## src/rtl/lfus_pkg.sv

```systemverilog
// shared types and constants of the length-framed utf-8 sanitiser
package lfus_pkg;

    localparam int HDR_BITS    = 32;
    localparam int MAX_RESULTS = 5;
    localparam int RES_CNT_W   = 3;

    localparam logic [HDR_BITS-1:0] MAX_TOTAL_RESET = 32'd10485760;

    localparam logic [7:0] ASCII_MAX   = 8'h7F;
    localparam logic [7:0] ASCII_SPACE = 8'h20;
    localparam logic [7:0] ASCII_TAB   = 8'h09;
    localparam logic [7:0] ASCII_LF    = 8'h0A;
    localparam logic [7:0] ASCII_CR    = 8'h0D;
    localparam logic [7:0] LEAD2_LO    = 8'hC2;
    localparam logic [7:0] LEAD2_HI    = 8'hDF;
    localparam logic [7:0] LEAD3_LO    = 8'hE0;
    localparam logic [7:0] LEAD3_HI    = 8'hEF;
    localparam logic [7:0] LEAD4_LO    = 8'hF0;
    localparam logic [7:0] LEAD4_HI    = 8'hF7;
    localparam logic [7:0] CONT_LO     = 8'h80;
    localparam logic [7:0] CONT_HI     = 8'hBF;

    typedef enum logic [1:0] {
        KIND_TEXT    = 2'd0,
        KIND_PAYLOAD = 2'd1,
        KIND_REJECT  = 2'd2,
        KIND_DONE    = 2'd3
    } kind_t;

    typedef enum logic [2:0] {
        PH_HEADER  = 3'b001,
        PH_TEXT    = 3'b010,
        PH_PAYLOAD = 3'b100
    } phase_t;

    typedef struct packed {
        logic [7:0] data;
        kind_t      kind;
    } res_t;

    typedef struct packed {
        logic [RES_CNT_W-1:0]   count;
        res_t [MAX_RESULTS-1:0] res;
    } batch_t;

endpackage

```

## src/rtl/lfus_byte_if.sv

```systemverilog
// input byte channel
interface lfus_byte_if;
    logic       valid;
    logic       ready;
    logic [7:0] rx_byte;

    modport source (output valid, output rx_byte, input ready);
    modport sink (input valid, input rx_byte, output ready);
endinterface

```

## src/rtl/lfus_result_if.sv

```systemverilog
// result channel
interface lfus_result_if;
    logic       valid;
    logic       ready;
    logic [7:0] out_byte;
    logic [1:0] kind;
    logic       last_of_run;

    modport source (output valid, output out_byte, output kind, output last_of_run, input ready);
    modport sink (input valid, input out_byte, input kind, input last_of_run, output ready);
endinterface

```

## src/rtl/lfus_core.sv

```systemverilog
// frame parser and loose utf-8 filter, one input beat per cycle while accept is high
module lfus_core #(
    parameter int SIZE_BITS = 32
) (
    input  logic                               clk,
    input  logic                               rst_n,
    input  logic                               accept,
    input  logic [7:0]                         rx_byte,
    input  logic                               cfg_we,
    input  logic [lfus_pkg::HDR_BITS-1:0]      cfg_wdata,
    output lfus_pkg::batch_t                   batch
);

    localparam int CW = SIZE_BITS + 1;

    lfus_pkg::phase_t               phase_reg, phase_next;
    logic [2:0]                     header_count_reg, header_count_next;
    logic [lfus_pkg::HDR_BITS-1:0]  total_reg, total_next;
    logic [lfus_pkg::HDR_BITS-1:0]  text_reg, text_next;
    logic [SIZE_BITS-1:0]           body_reg, body_next;
    logic [2:0][7:0]                held_reg, held_next;
    logic [1:0]                     held_count_reg, held_count_next;
    logic [2:0]                     seq_len_reg, seq_len_next;
    logic [lfus_pkg::HDR_BITS-1:0]  max_total_reg;

    logic [CW-1:0] body_inc;
    logic [CW-1:0] text_ext;
    logic [CW-1:0] total_ext;
    logic [2:0]    lead_len;
    logic          room;
    logic          is_cont;
    logic          printable;

    function automatic logic [2:0] lead_length(input logic [7:0] b);
        logic [2:0] n;
        n = 3'd0;
        if (b >= lfus_pkg::LEAD2_LO && b <= lfus_pkg::LEAD2_HI)
        begin
            n = 3'd2;
        end
        else if (b >= lfus_pkg::LEAD3_LO && b <= lfus_pkg::LEAD3_HI)
        begin
            n = 3'd3;
        end
        else if (b >= lfus_pkg::LEAD4_LO && b <= lfus_pkg::LEAD4_HI)
        begin
            n = 3'd4;
        end
        return n;
    endfunction

    assign body_inc  = CW'(body_reg) + CW'(1);
    assign text_ext  = {1'b0, text_reg[SIZE_BITS-1:0]};
    assign total_ext = {1'b0, total_reg[SIZE_BITS-1:0]};
    assign lead_len  = lead_length(rx_byte);
    // lead is kept only when the rest of its sequence still fits in the text
    assign room      = (CW'(body_reg) + CW'(lead_len)) <= text_ext;
    assign is_cont   = (rx_byte >= lfus_pkg::CONT_LO) && (rx_byte <= lfus_pkg::CONT_HI);
    assign printable = (rx_byte <= lfus_pkg::ASCII_MAX) &&
                       ((rx_byte >= lfus_pkg::ASCII_SPACE) || (rx_byte == lfus_pkg::ASCII_TAB) ||
                        (rx_byte == lfus_pkg::ASCII_LF) || (rx_byte == lfus_pkg::ASCII_CR));

    always_comb
    begin
        logic rescan;
        logic reject;
        phase_next        = phase_reg;
        header_count_next = header_count_reg;
        total_next        = total_reg;
        text_next         = text_reg;
        body_next         = body_reg;
        held_next         = held_reg;
        held_count_next   = held_count_reg;
        seq_len_next      = seq_len_reg;
        batch             = '0;
        rescan            = 1'b0;
        reject            = 1'b0;
        if (accept)
        begin
            case (phase_reg)
                lfus_pkg::PH_HEADER:
                begin
                    if (header_count_reg == 3'd0)
                    begin
                        total_next = '0;
                        text_next  = '0;
                    end
                    if (!header_count_reg[2])
                    begin
                        total_next[{header_count_reg[1:0], 3'b000} +: 8] = rx_byte;
                    end
                    else
                    begin
                        text_next[{header_count_reg[1:0], 3'b000} +: 8] = rx_byte;
                    end
                    header_count_next = header_count_reg + 3'd1;
                    if (header_count_reg == 3'd7)
                    begin
                        reject = (text_next == '0) || (text_next > total_next) ||
                                 (total_next > max_total_reg) ||
                                 ((total_next >> SIZE_BITS) != '0);
                        if (reject)
                        begin
                            batch.count  = 3'd1;
                            batch.res[0] = '{data: 8'h00, kind: lfus_pkg::KIND_REJECT};
                        end
                        else
                        begin
                            phase_next      = lfus_pkg::PH_TEXT;
                            body_next       = '0;
                            held_count_next = 2'd0;
                            seq_len_next    = 3'd0;
                        end
                    end
                end
                lfus_pkg::PH_TEXT:
                begin
                    rescan = (held_count_reg == 2'd0);
                    if (held_count_reg != 2'd0)
                    begin
                        if (is_cont)
                        begin
                            if (({1'b0, held_count_reg} + 3'd1) >= seq_len_reg)
                            begin
                                for (int i = 0; i < 3; i++)
                                begin
                                    if (i < int'(held_count_reg))
                                    begin
                                        batch.res[i] = '{data: held_reg[i],
                                                         kind: lfus_pkg::KIND_TEXT};
                                    end
                                end
                                batch.res[{1'b0, held_count_reg}] =
                                    '{data: rx_byte, kind: lfus_pkg::KIND_TEXT};
                                batch.count     = {1'b0, held_count_reg} + 3'd1;
                                held_count_next = 2'd0;
                                seq_len_next    = 3'd0;
                            end
                            else
                            begin
                                held_next[held_count_reg] = rx_byte;
                                held_count_next           = held_count_reg + 2'd1;
                            end
                        end
                        else
                        begin
                            // broken sequence: drop what is held and look at this byte afresh
                            held_count_next = 2'd0;
                            seq_len_next    = 3'd0;
                            rescan          = 1'b1;
                        end
                    end
                    if (rescan)
                    begin
                        if (!rx_byte[7])
                        begin
                            if (printable)
                            begin
                                batch.count  = 3'd1;
                                batch.res[0] = '{data: rx_byte, kind: lfus_pkg::KIND_TEXT};
                            end
                        end
                        else if (lead_len != 3'd0 && room)
                        begin
                            held_next[0]    = rx_byte;
                            held_count_next = 2'd1;
                            seq_len_next    = lead_len;
                        end
                    end
                    body_next = body_inc[SIZE_BITS-1:0];
                    if (body_inc >= text_ext)
                    begin
                        held_count_next = 2'd0;
                        seq_len_next    = 3'd0;
                        if (body_inc >= total_ext)
                        begin
                            batch.res[batch.count] = '{data: 8'h00, kind: lfus_pkg::KIND_DONE};
                            batch.count            = batch.count + 3'd1;
                            phase_next             = lfus_pkg::PH_HEADER;
                        end
                        else
                        begin
                            phase_next = lfus_pkg::PH_PAYLOAD;
                        end
                    end
                end
                lfus_pkg::PH_PAYLOAD:
                begin
                    batch.count  = 3'd1;
                    batch.res[0] = '{data: rx_byte, kind: lfus_pkg::KIND_PAYLOAD};
                    body_next    = body_inc[SIZE_BITS-1:0];
                    if (body_inc >= total_ext)
                    begin
                        batch.count  = 3'd2;
                        batch.res[1] = '{data: 8'h00, kind: lfus_pkg::KIND_DONE};
                        phase_next   = lfus_pkg::PH_HEADER;
                    end
                end
                default:
                begin
                    phase_next = lfus_pkg::PH_HEADER;
                end
            endcase
        end
    end

    always_ff @(posedge clk or negedge rst_n)
    begin
        if (!rst_n)
        begin
            phase_reg        <= lfus_pkg::PH_HEADER;
            header_count_reg <= 3'd0;
            total_reg        <= '0;
            text_reg         <= '0;
            body_reg         <= '0;
            held_reg         <= '0;
            held_count_reg   <= 2'd0;
            seq_len_reg      <= 3'd0;
            max_total_reg    <= lfus_pkg::MAX_TOTAL_RESET;
        end
        else
        begin
            phase_reg        <= phase_next;
            header_count_reg <= header_count_next;
            total_reg        <= total_next;
            text_reg         <= text_next;
            body_reg         <= body_next;
            held_reg         <= held_next;
            held_count_reg   <= held_count_next;
            seq_len_reg      <= seq_len_next;
            if (cfg_we)
            begin
                max_total_reg <= cfg_wdata;
            end
        end
    end

    a_held_only_in_text: assert property (@(posedge clk) disable iff (!rst_n)
        held_count_reg != 2'd0 |-> phase_reg == lfus_pkg::PH_TEXT)
        else $error("bytes held outside the text part");

    a_held_below_len: assert property (@(posedge clk) disable iff (!rst_n)
        held_count_reg != 2'd0 |-> {1'b0, held_count_reg} < seq_len_reg)
        else $error("held bytes reach the sequence length");

    a_body_in_frame: assert property (@(posedge clk) disable iff (!rst_n)
        phase_reg != lfus_pkg::PH_HEADER |-> CW'(body_reg) < total_ext)
        else $error("body count ran past the frame");

endmodule

```

## src/rtl/lfus_outq.sv

```systemverilog
// result buffer: takes all results of one beat, drains them one per cycle while out_ready is high
module lfus_outq (
    input  logic             clk,
    input  logic             rst_n,
    input  logic             load,
    input  lfus_pkg::batch_t batch,
    input  logic             out_ready,
    output logic             out_valid,
    output lfus_pkg::res_t   head,
    output logic             out_last,
    output logic             in_ready
);

    lfus_pkg::res_t [lfus_pkg::MAX_RESULTS-1:0] res_reg, res_next;
    logic [lfus_pkg::RES_CNT_W-1:0]             cnt_reg, cnt_next;
    logic                                       pop;

    assign out_valid = (cnt_reg != '0);
    assign head      = res_reg[0];
    assign out_last  = (cnt_reg == lfus_pkg::RES_CNT_W'(1));
    assign pop       = out_valid && out_ready;
    // a new beat may enter once the last waiting result leaves
    assign in_ready  = (cnt_reg == '0) || (out_last && out_ready);

    always_comb
    begin
        res_next = res_reg;
        cnt_next = cnt_reg;
        if (load)
        begin
            res_next = batch.res;
            cnt_next = batch.count;
        end
        else if (pop)
        begin
            for (int i = 0; i < lfus_pkg::MAX_RESULTS - 1; i++)
            begin
                res_next[i] = res_reg[i+1];
            end
            cnt_next = cnt_reg - lfus_pkg::RES_CNT_W'(1);
        end
    end

    always_ff @(posedge clk or negedge rst_n)
    begin
        if (!rst_n)
        begin
            cnt_reg <= '0;
        end
        else
        begin
            cnt_reg <= cnt_next;
        end
    end

    always_ff @(posedge clk)
    begin
        res_reg <= res_next;
    end

    a_cnt_bound: assert property (@(posedge clk) disable iff (!rst_n)
        cnt_reg <= lfus_pkg::RES_CNT_W'(lfus_pkg::MAX_RESULTS))
        else $error("result count out of range");

    a_drain_step: assert property (@(posedge clk) disable iff (!rst_n)
        pop && !load |=> cnt_reg == $past(cnt_reg) - lfus_pkg::RES_CNT_W'(1))
        else $error("result count did not step down");

    a_silent_beat: assert property (@(posedge clk) disable iff (!rst_n)
        load && batch.count == '0 |=> !out_valid)
        else $error("result shown for a silent beat");

endmodule

```

## src/rtl/length_framed_utf8_sanitizer.sv

```systemverilog
// length-framed utf-8 sanitiser top level
// latency: a result appears the cycle after its input beat is taken
// throughput: one input beat per cycle while each beat gives at most one result and tx.ready is high
// a beat giving more than one result (up to 5) holds the input until the last of its results leaves the result buffer
// reset: rst_n async active low; parser returns to header phase, buffer empties,
// max_total_size reloads 10485760
module length_framed_utf8_sanitizer #(
    parameter int SIZE_BITS = 32
) (
    input  logic                          clk,
    input  logic                          rst_n,
    lfus_byte_if.sink                     rx,
    lfus_result_if.source                 tx,
    input  logic                          cfg_we,
    input  logic [lfus_pkg::HDR_BITS-1:0] cfg_wdata
);

    lfus_pkg::batch_t batch;
    lfus_pkg::res_t   head;
    logic             accept;
    logic             in_ready;

    assign rx.ready = in_ready;
    assign accept   = rx.valid && in_ready;

    lfus_core #(
        .SIZE_BITS (SIZE_BITS)
    ) u_core (
        .clk       (clk),
        .rst_n     (rst_n),
        .accept    (accept),
        .rx_byte   (rx.rx_byte),
        .cfg_we    (cfg_we),
        .cfg_wdata (cfg_wdata),
        .batch     (batch)
    );

    lfus_outq u_outq (
        .clk       (clk),
        .rst_n     (rst_n),
        .load      (accept),
        .batch     (batch),
        .out_ready (tx.ready),
        .out_valid (tx.valid),
        .head      (head),
        .out_last  (tx.last_of_run),
        .in_ready  (in_ready)
    );

    assign tx.out_byte = head.data;
    assign tx.kind     = head.kind;

endmodule
```

## src/flat_wrapper.sv

```systemverilog
// flat-port wrapper written by rule: the top's interface ports become plain ports
module length_framed_utf8_sanitizer_flat 
#(
    parameter int SIZE_BITS = 32
)
  (clk, rst_n, cfg_we, cfg_wdata, rx_valid, rx_rx_byte, rx_ready, tx_valid, tx_out_byte, tx_kind, tx_last_of_run, tx_ready);
  lfus_byte_if rx_i ();
  lfus_result_if tx_i ();
  input  logic clk;
  input  logic rst_n;
  input  logic cfg_we;
  input  logic [lfus_pkg::HDR_BITS-1:0] cfg_wdata;
  input wire logic [$bits(rx_i.valid)-1:0] rx_valid;
  input wire logic [$bits(rx_i.rx_byte)-1:0] rx_rx_byte;
  output wire logic [$bits(rx_i.ready)-1:0] rx_ready;
  output wire logic [$bits(tx_i.valid)-1:0] tx_valid;
  output wire logic [$bits(tx_i.out_byte)-1:0] tx_out_byte;
  output wire logic [$bits(tx_i.kind)-1:0] tx_kind;
  output wire logic [$bits(tx_i.last_of_run)-1:0] tx_last_of_run;
  input wire logic [$bits(tx_i.ready)-1:0] tx_ready;
  assign rx_i.valid = rx_valid;
  assign rx_i.rx_byte = rx_rx_byte;
  assign rx_ready = rx_i.ready;
  assign tx_valid = tx_i.valid;
  assign tx_out_byte = tx_i.out_byte;
  assign tx_kind = tx_i.kind;
  assign tx_last_of_run = tx_i.last_of_run;
  assign tx_i.ready = tx_ready;
  length_framed_utf8_sanitizer #(.SIZE_BITS(SIZE_BITS)) u_core (.clk(clk), .rst_n(rst_n), .rx(rx_i), .tx(tx_i), .cfg_we(cfg_we), .cfg_wdata(cfg_wdata));
endmodule
```

## config.mk

```make
export PLATFORM = sky130hd
export DESIGN_NAME = length_framed_utf8_sanitizer_flat
export DESIGN_NICKNAME = d
export VERILOG_FILES = /design/src/rtl/lfus_pkg.sv /design/src/rtl/lfus_byte_if.sv /design/src/rtl/lfus_result_if.sv /design/src/rtl/lfus_core.sv /design/src/rtl/lfus_outq.sv /design/src/rtl/length_framed_utf8_sanitizer.sv /design/src/flat_wrapper.sv
export SDC_FILE = /design/constraint.sdc
export NUM_CORES = 1
export LEC_CHECK = 0
export ABC_AREA = 1
export BUFFER_PORTS_ARGS = -buffer_cell sky130_fd_sc_hd__buf_2
export CORE_MARGIN = 2
export CORE_UTILIZATION = 40
export DETAILED_ROUTE_END_ITERATION = 7
export HOLD_SLACK_MARGIN = 0.06
export PLACE_DENSITY = 0.6
export SETUP_SLACK_MARGIN = 0.1
export SYNTH_ARGS = -nofsm -noshare
export SYNTH_HDL_FRONTEND = slang
export SYNTH_SLANG_ARGS = --single-unit
```

## constraint.sdc

```tcl
create_clock -name clk -period 3.44 [get_ports clk]
set_input_delay 1.032 -clock clk [delete_from_list [all_inputs] [get_ports clk]]
set_output_delay 1.032 -clock clk [all_outputs]
set_load 0.01 [all_outputs]
```

==> results_dict.tcl <==
set metrics [dict create \
    cts_hold_buf 0 \
    port_buffers 57 \
    p_per_area_mw_per_mm2 933 \
    synth.most_common_cell "nand2_1" \
    arrival_ns 4.43 \
    grt_max_degree 97 \
    area_delta_synth_final_pct 50.5 \
    clkTransAtPathRegs_ns 0.07 \
    fin_crit_ns 3.96 \
    hold_viol 0 \
    dr_total_vias 16100 \
    fp.dieH_um 202 \
    internal_power_uw 12000 \
    fin_ws_ns -0.519 \
    gp_congestion 0.930 \
    peakVddDrop_mv 0.730 \
    crit_type "in -> reg" \
    skew_ns 0.0290 \
    grt_pass1_vias 15800 \
    fin_setup_tns_ns -17.55 \
    n_antenna_cell 0 \
    io_pins 58 \
    grt_use_total_pct 26.3 \
    htree_levels 1 \
    setup_viol 80 \
    crit_fanout 7 \
    layout-drive-gt1-share_pct 37.6 \
    dr.pass1.iters 6 \
    p_leak_uw 0.0116 \
    drc_errors 0 \
    multi_input_area_mm2 0.0109 \
    critPathLaunchType "input pin" \
    slew_viol_final 0 \
    yosysWarnings 0 \
    fp-row-count 72 \
    ff2ff_setup_slack_ns -0.32 \
    synth.avg_cell_area_um2 7.29 \
    clkSinkCount 204 \
    ys_seq_area_share_pct 33.9 \
    cts_tree "built" \
    rsz0062_at_grt "yes" \
    hp-class "in -> async" \
    max_freq_mhz 253 \
    drt-total-wl_um 55100 \
    synth-edff-count 38 \
    dr.first_iter.drc_count 933 \
    syn-instance-count 2143 \
    grt_pass1_wl_um 84600 \
    drv_cap 0 \
    crit_path_end_kind "flop" \
    coreArea_mm2 0.0386 \
    p_clk_share_pct 13.9 \
    ant_nets 0 \
    place_ws_ns -1.48 \
    p_seq_share_pct 16.5 \
    regArea_mm2 0.00530 \
    final.period_utilization_pct 115 \
    synth_top_area_cell "dfrtp_1" \
    ys_types 49 \
    yosys-top-cells-count "nand2_1 (548), inv_1 (336), o21ai_0 (208)" \
    n_fill_cell 3399 \
    status "finished, violations left" \
    antenna_found_initial 0 \
    failed_checks "negative setup slack" \
    clk_latency_ns 0.59 \
    maxSlewHeadroom_pct 36.7 \
    nNetsFinal 2856 \
    synthArstFlopShare_pct 81.4 \
    die_x_um 202 \
    syn_nets 2370 \
    synth_top_area_share_pct 26.1 \
    path_buf_inv 7 \
    cp_top_family "simple AND/OR/NAND/NOR gates" \
    ys.flop_type "dfrtp_1" \
    grt-ovfl-total 0 \
    ys_ff_latch 204 \
    critical_path.slowest_cell "ha_1" \
    root_buffer "clkbuf_16" \
    routed_via_density 5.08 \
    hpwl_um 39400 \
    worst_slew_pin_slew_ns 0.949 \
    start_util_pct 40.5 \
    dieArea_mm2 0.0406 \
    p_switching_uw 9890 \
    p_comb_share_pct 69.7 \
    crit_required_ns 3.91 \
    syn-cell-area_mm2 0.0156 \
    cts_buffer_depth 3 \
    wl_per_cell_um 17.4 \
    switching_share_pct 45.1 \
    ys_top_cells_by_area "dfrtp_1 (26%), ha_1 (15%), nand2_1 (13%)" \
    numCtsBuffers 26 \
    slowest_delay_ns 0.29 \
]
## repair_timing
action | 4_1_cts | 5_1_grt
setup buffers | 33 | 40
gates cloned | 12 | 2
gates resized for setup | 351 | 266
pin swaps | 64 | 109
setup endpoints to repair | 81 | 81
## area by class of cell
| type | count | share of cell area [%] |
|---|---|---|
| Timing Repair inverter | 1 | 0.0319 |
| Sequential cell | 204 | 22.6 |
| Tap cell | 518 | 2.76 |
| Inverter | 348 | 5.73 |
| Multi-Input combinational cell | 1520 | 46.3 |
| Clock inverter | 17 | 1.03 |
| Clock buffer | 31 | 3.02 |
| Timing Repair Buffer | 528 | 18.6 |
## worst register-to-register path, cell delays in order, from the launching register on
cell     delay, ns
dfrtp_1       0.41
buf_4         0.15
buf_4         0.12
buf_4         0.15
ha_4          0.16
fa_2          0.34
nand3_2       0.10
nand2_4       0.09
nand2_4       0.12
nor2_2        0.07
buf_4         0.16
nand2_4       0.06
xor2_2        0.14
ha_1          0.25
a21oi_1       0.16
nand2_1       0.10
a21oi_2       0.14
nor2_1        0.06
nor2_2        0.10
nand2_1       0.08
o21ai_2       0.15
buf_6         0.16
nand3_4       0.12
buf_12        0.19
nand2_4       0.05
o21ai_2       0.04
## worst paths after layout
kind                                                  from                          to  cells after the start
worst max-delay path                         rx_rx_byte[3]   u_core.u_core.held_reg[0]                     27
worst min-delay path                                 rst_n    u_core.u_outq.cnt_reg[2]                      1
worst max register to register   u_core.u_core.body_reg[0]   u_core.u_core.held_reg[0]                     25
worst min register to register  u_core.u_core.held_reg[22]  u_core.u_core.held_reg[22]                      2
max in group asynchronous                            rst_n  u_core.u_core.text_reg[19]                      2
min in group clk                u_core.u_core.held_reg[22]  u_core.u_core.held_reg[22]                      2
## cell usage in the layout, fill, tap and decap left out, types with 9 or more instances in the layout
cell and instances:
nand2_1 470, buf_4 411, inv_1 292, dfrtp_1 161
ha_1 145, o21ai_0 135, nor2_1 105, a21oi_1 65
nand3_1 61, xor2_1 50, buf_2 50, inv_2 48
nand2_2 48, o21ai_1 47, o21ai_2 46, buf_6 39
edfxtp_1 38, nand2_4 35, nand3_2 35, ha_4 33
nor2_4 29, clkbuf_16 29, nor2_2 26, nand4_1 23
a21oi_2 16, nor3_1 14, nand3_4 14, a22oi_1 12
buf_12 12, xor2_2 10, o22ai_2 9
## metrics by stage
stage	std cells	util (%)	power, µW	instance area, µm²	hold slack [ns]
after floorplan	2143	-	10100	15700	0.419
after global placement	3039	50.2	15100	19400	0.437
after detailed placement	3039	50.2	15400	19400	0.440
after CTS	3131	57.2	20100	22100	0.423
after global routing	3167	60.9	23600	23500	0.449
final	3167	60.9	21900	23500	0.425
## kinds of logic after synthesis
kind of cell               after synthesis  share of synthesized area, %
AOI/OAI and AO/OA                      374                          13.3
adders and majority gates              182                          14.6
buffers and inverters                  420                          10.7
muxes                                    1                        0.0721
DFF                                    204                          33.9
and+or+nand+nor                        899                          23.9
xor gates and xnor gates                62                          3.48
other                                    1                        0.0240
## power by group through the flow
stage               logic (µW)  clock network, µW  registers (µW)
finish                   15300               3050            3610
global route             16700               3210            3690
CTS                      13400               3110            3590
detailed placement       11800                  0            3620
global placement         11500                  0            3610
floorplan                 6500                  0            3570
## routing by layer
| layer | vias up | share of wire [%] | routed length [µm] | global-route usage [%] |
|---|---|---|---|---|
| li1 | 7928 | - | - | - |
| met1 | 7657 | 42 | 23400 | 33.3 |
| met2 | 376 | 50 | 27400 | 46.6 |
| met3 | 112 | 4.3 | 2390 | 2.93 |
| met4 | 0 | 3.6 | 1970 | 8.90 |
| met5 | - | 0 | 0 | 0 |
(Power assumes the default switching activity.)
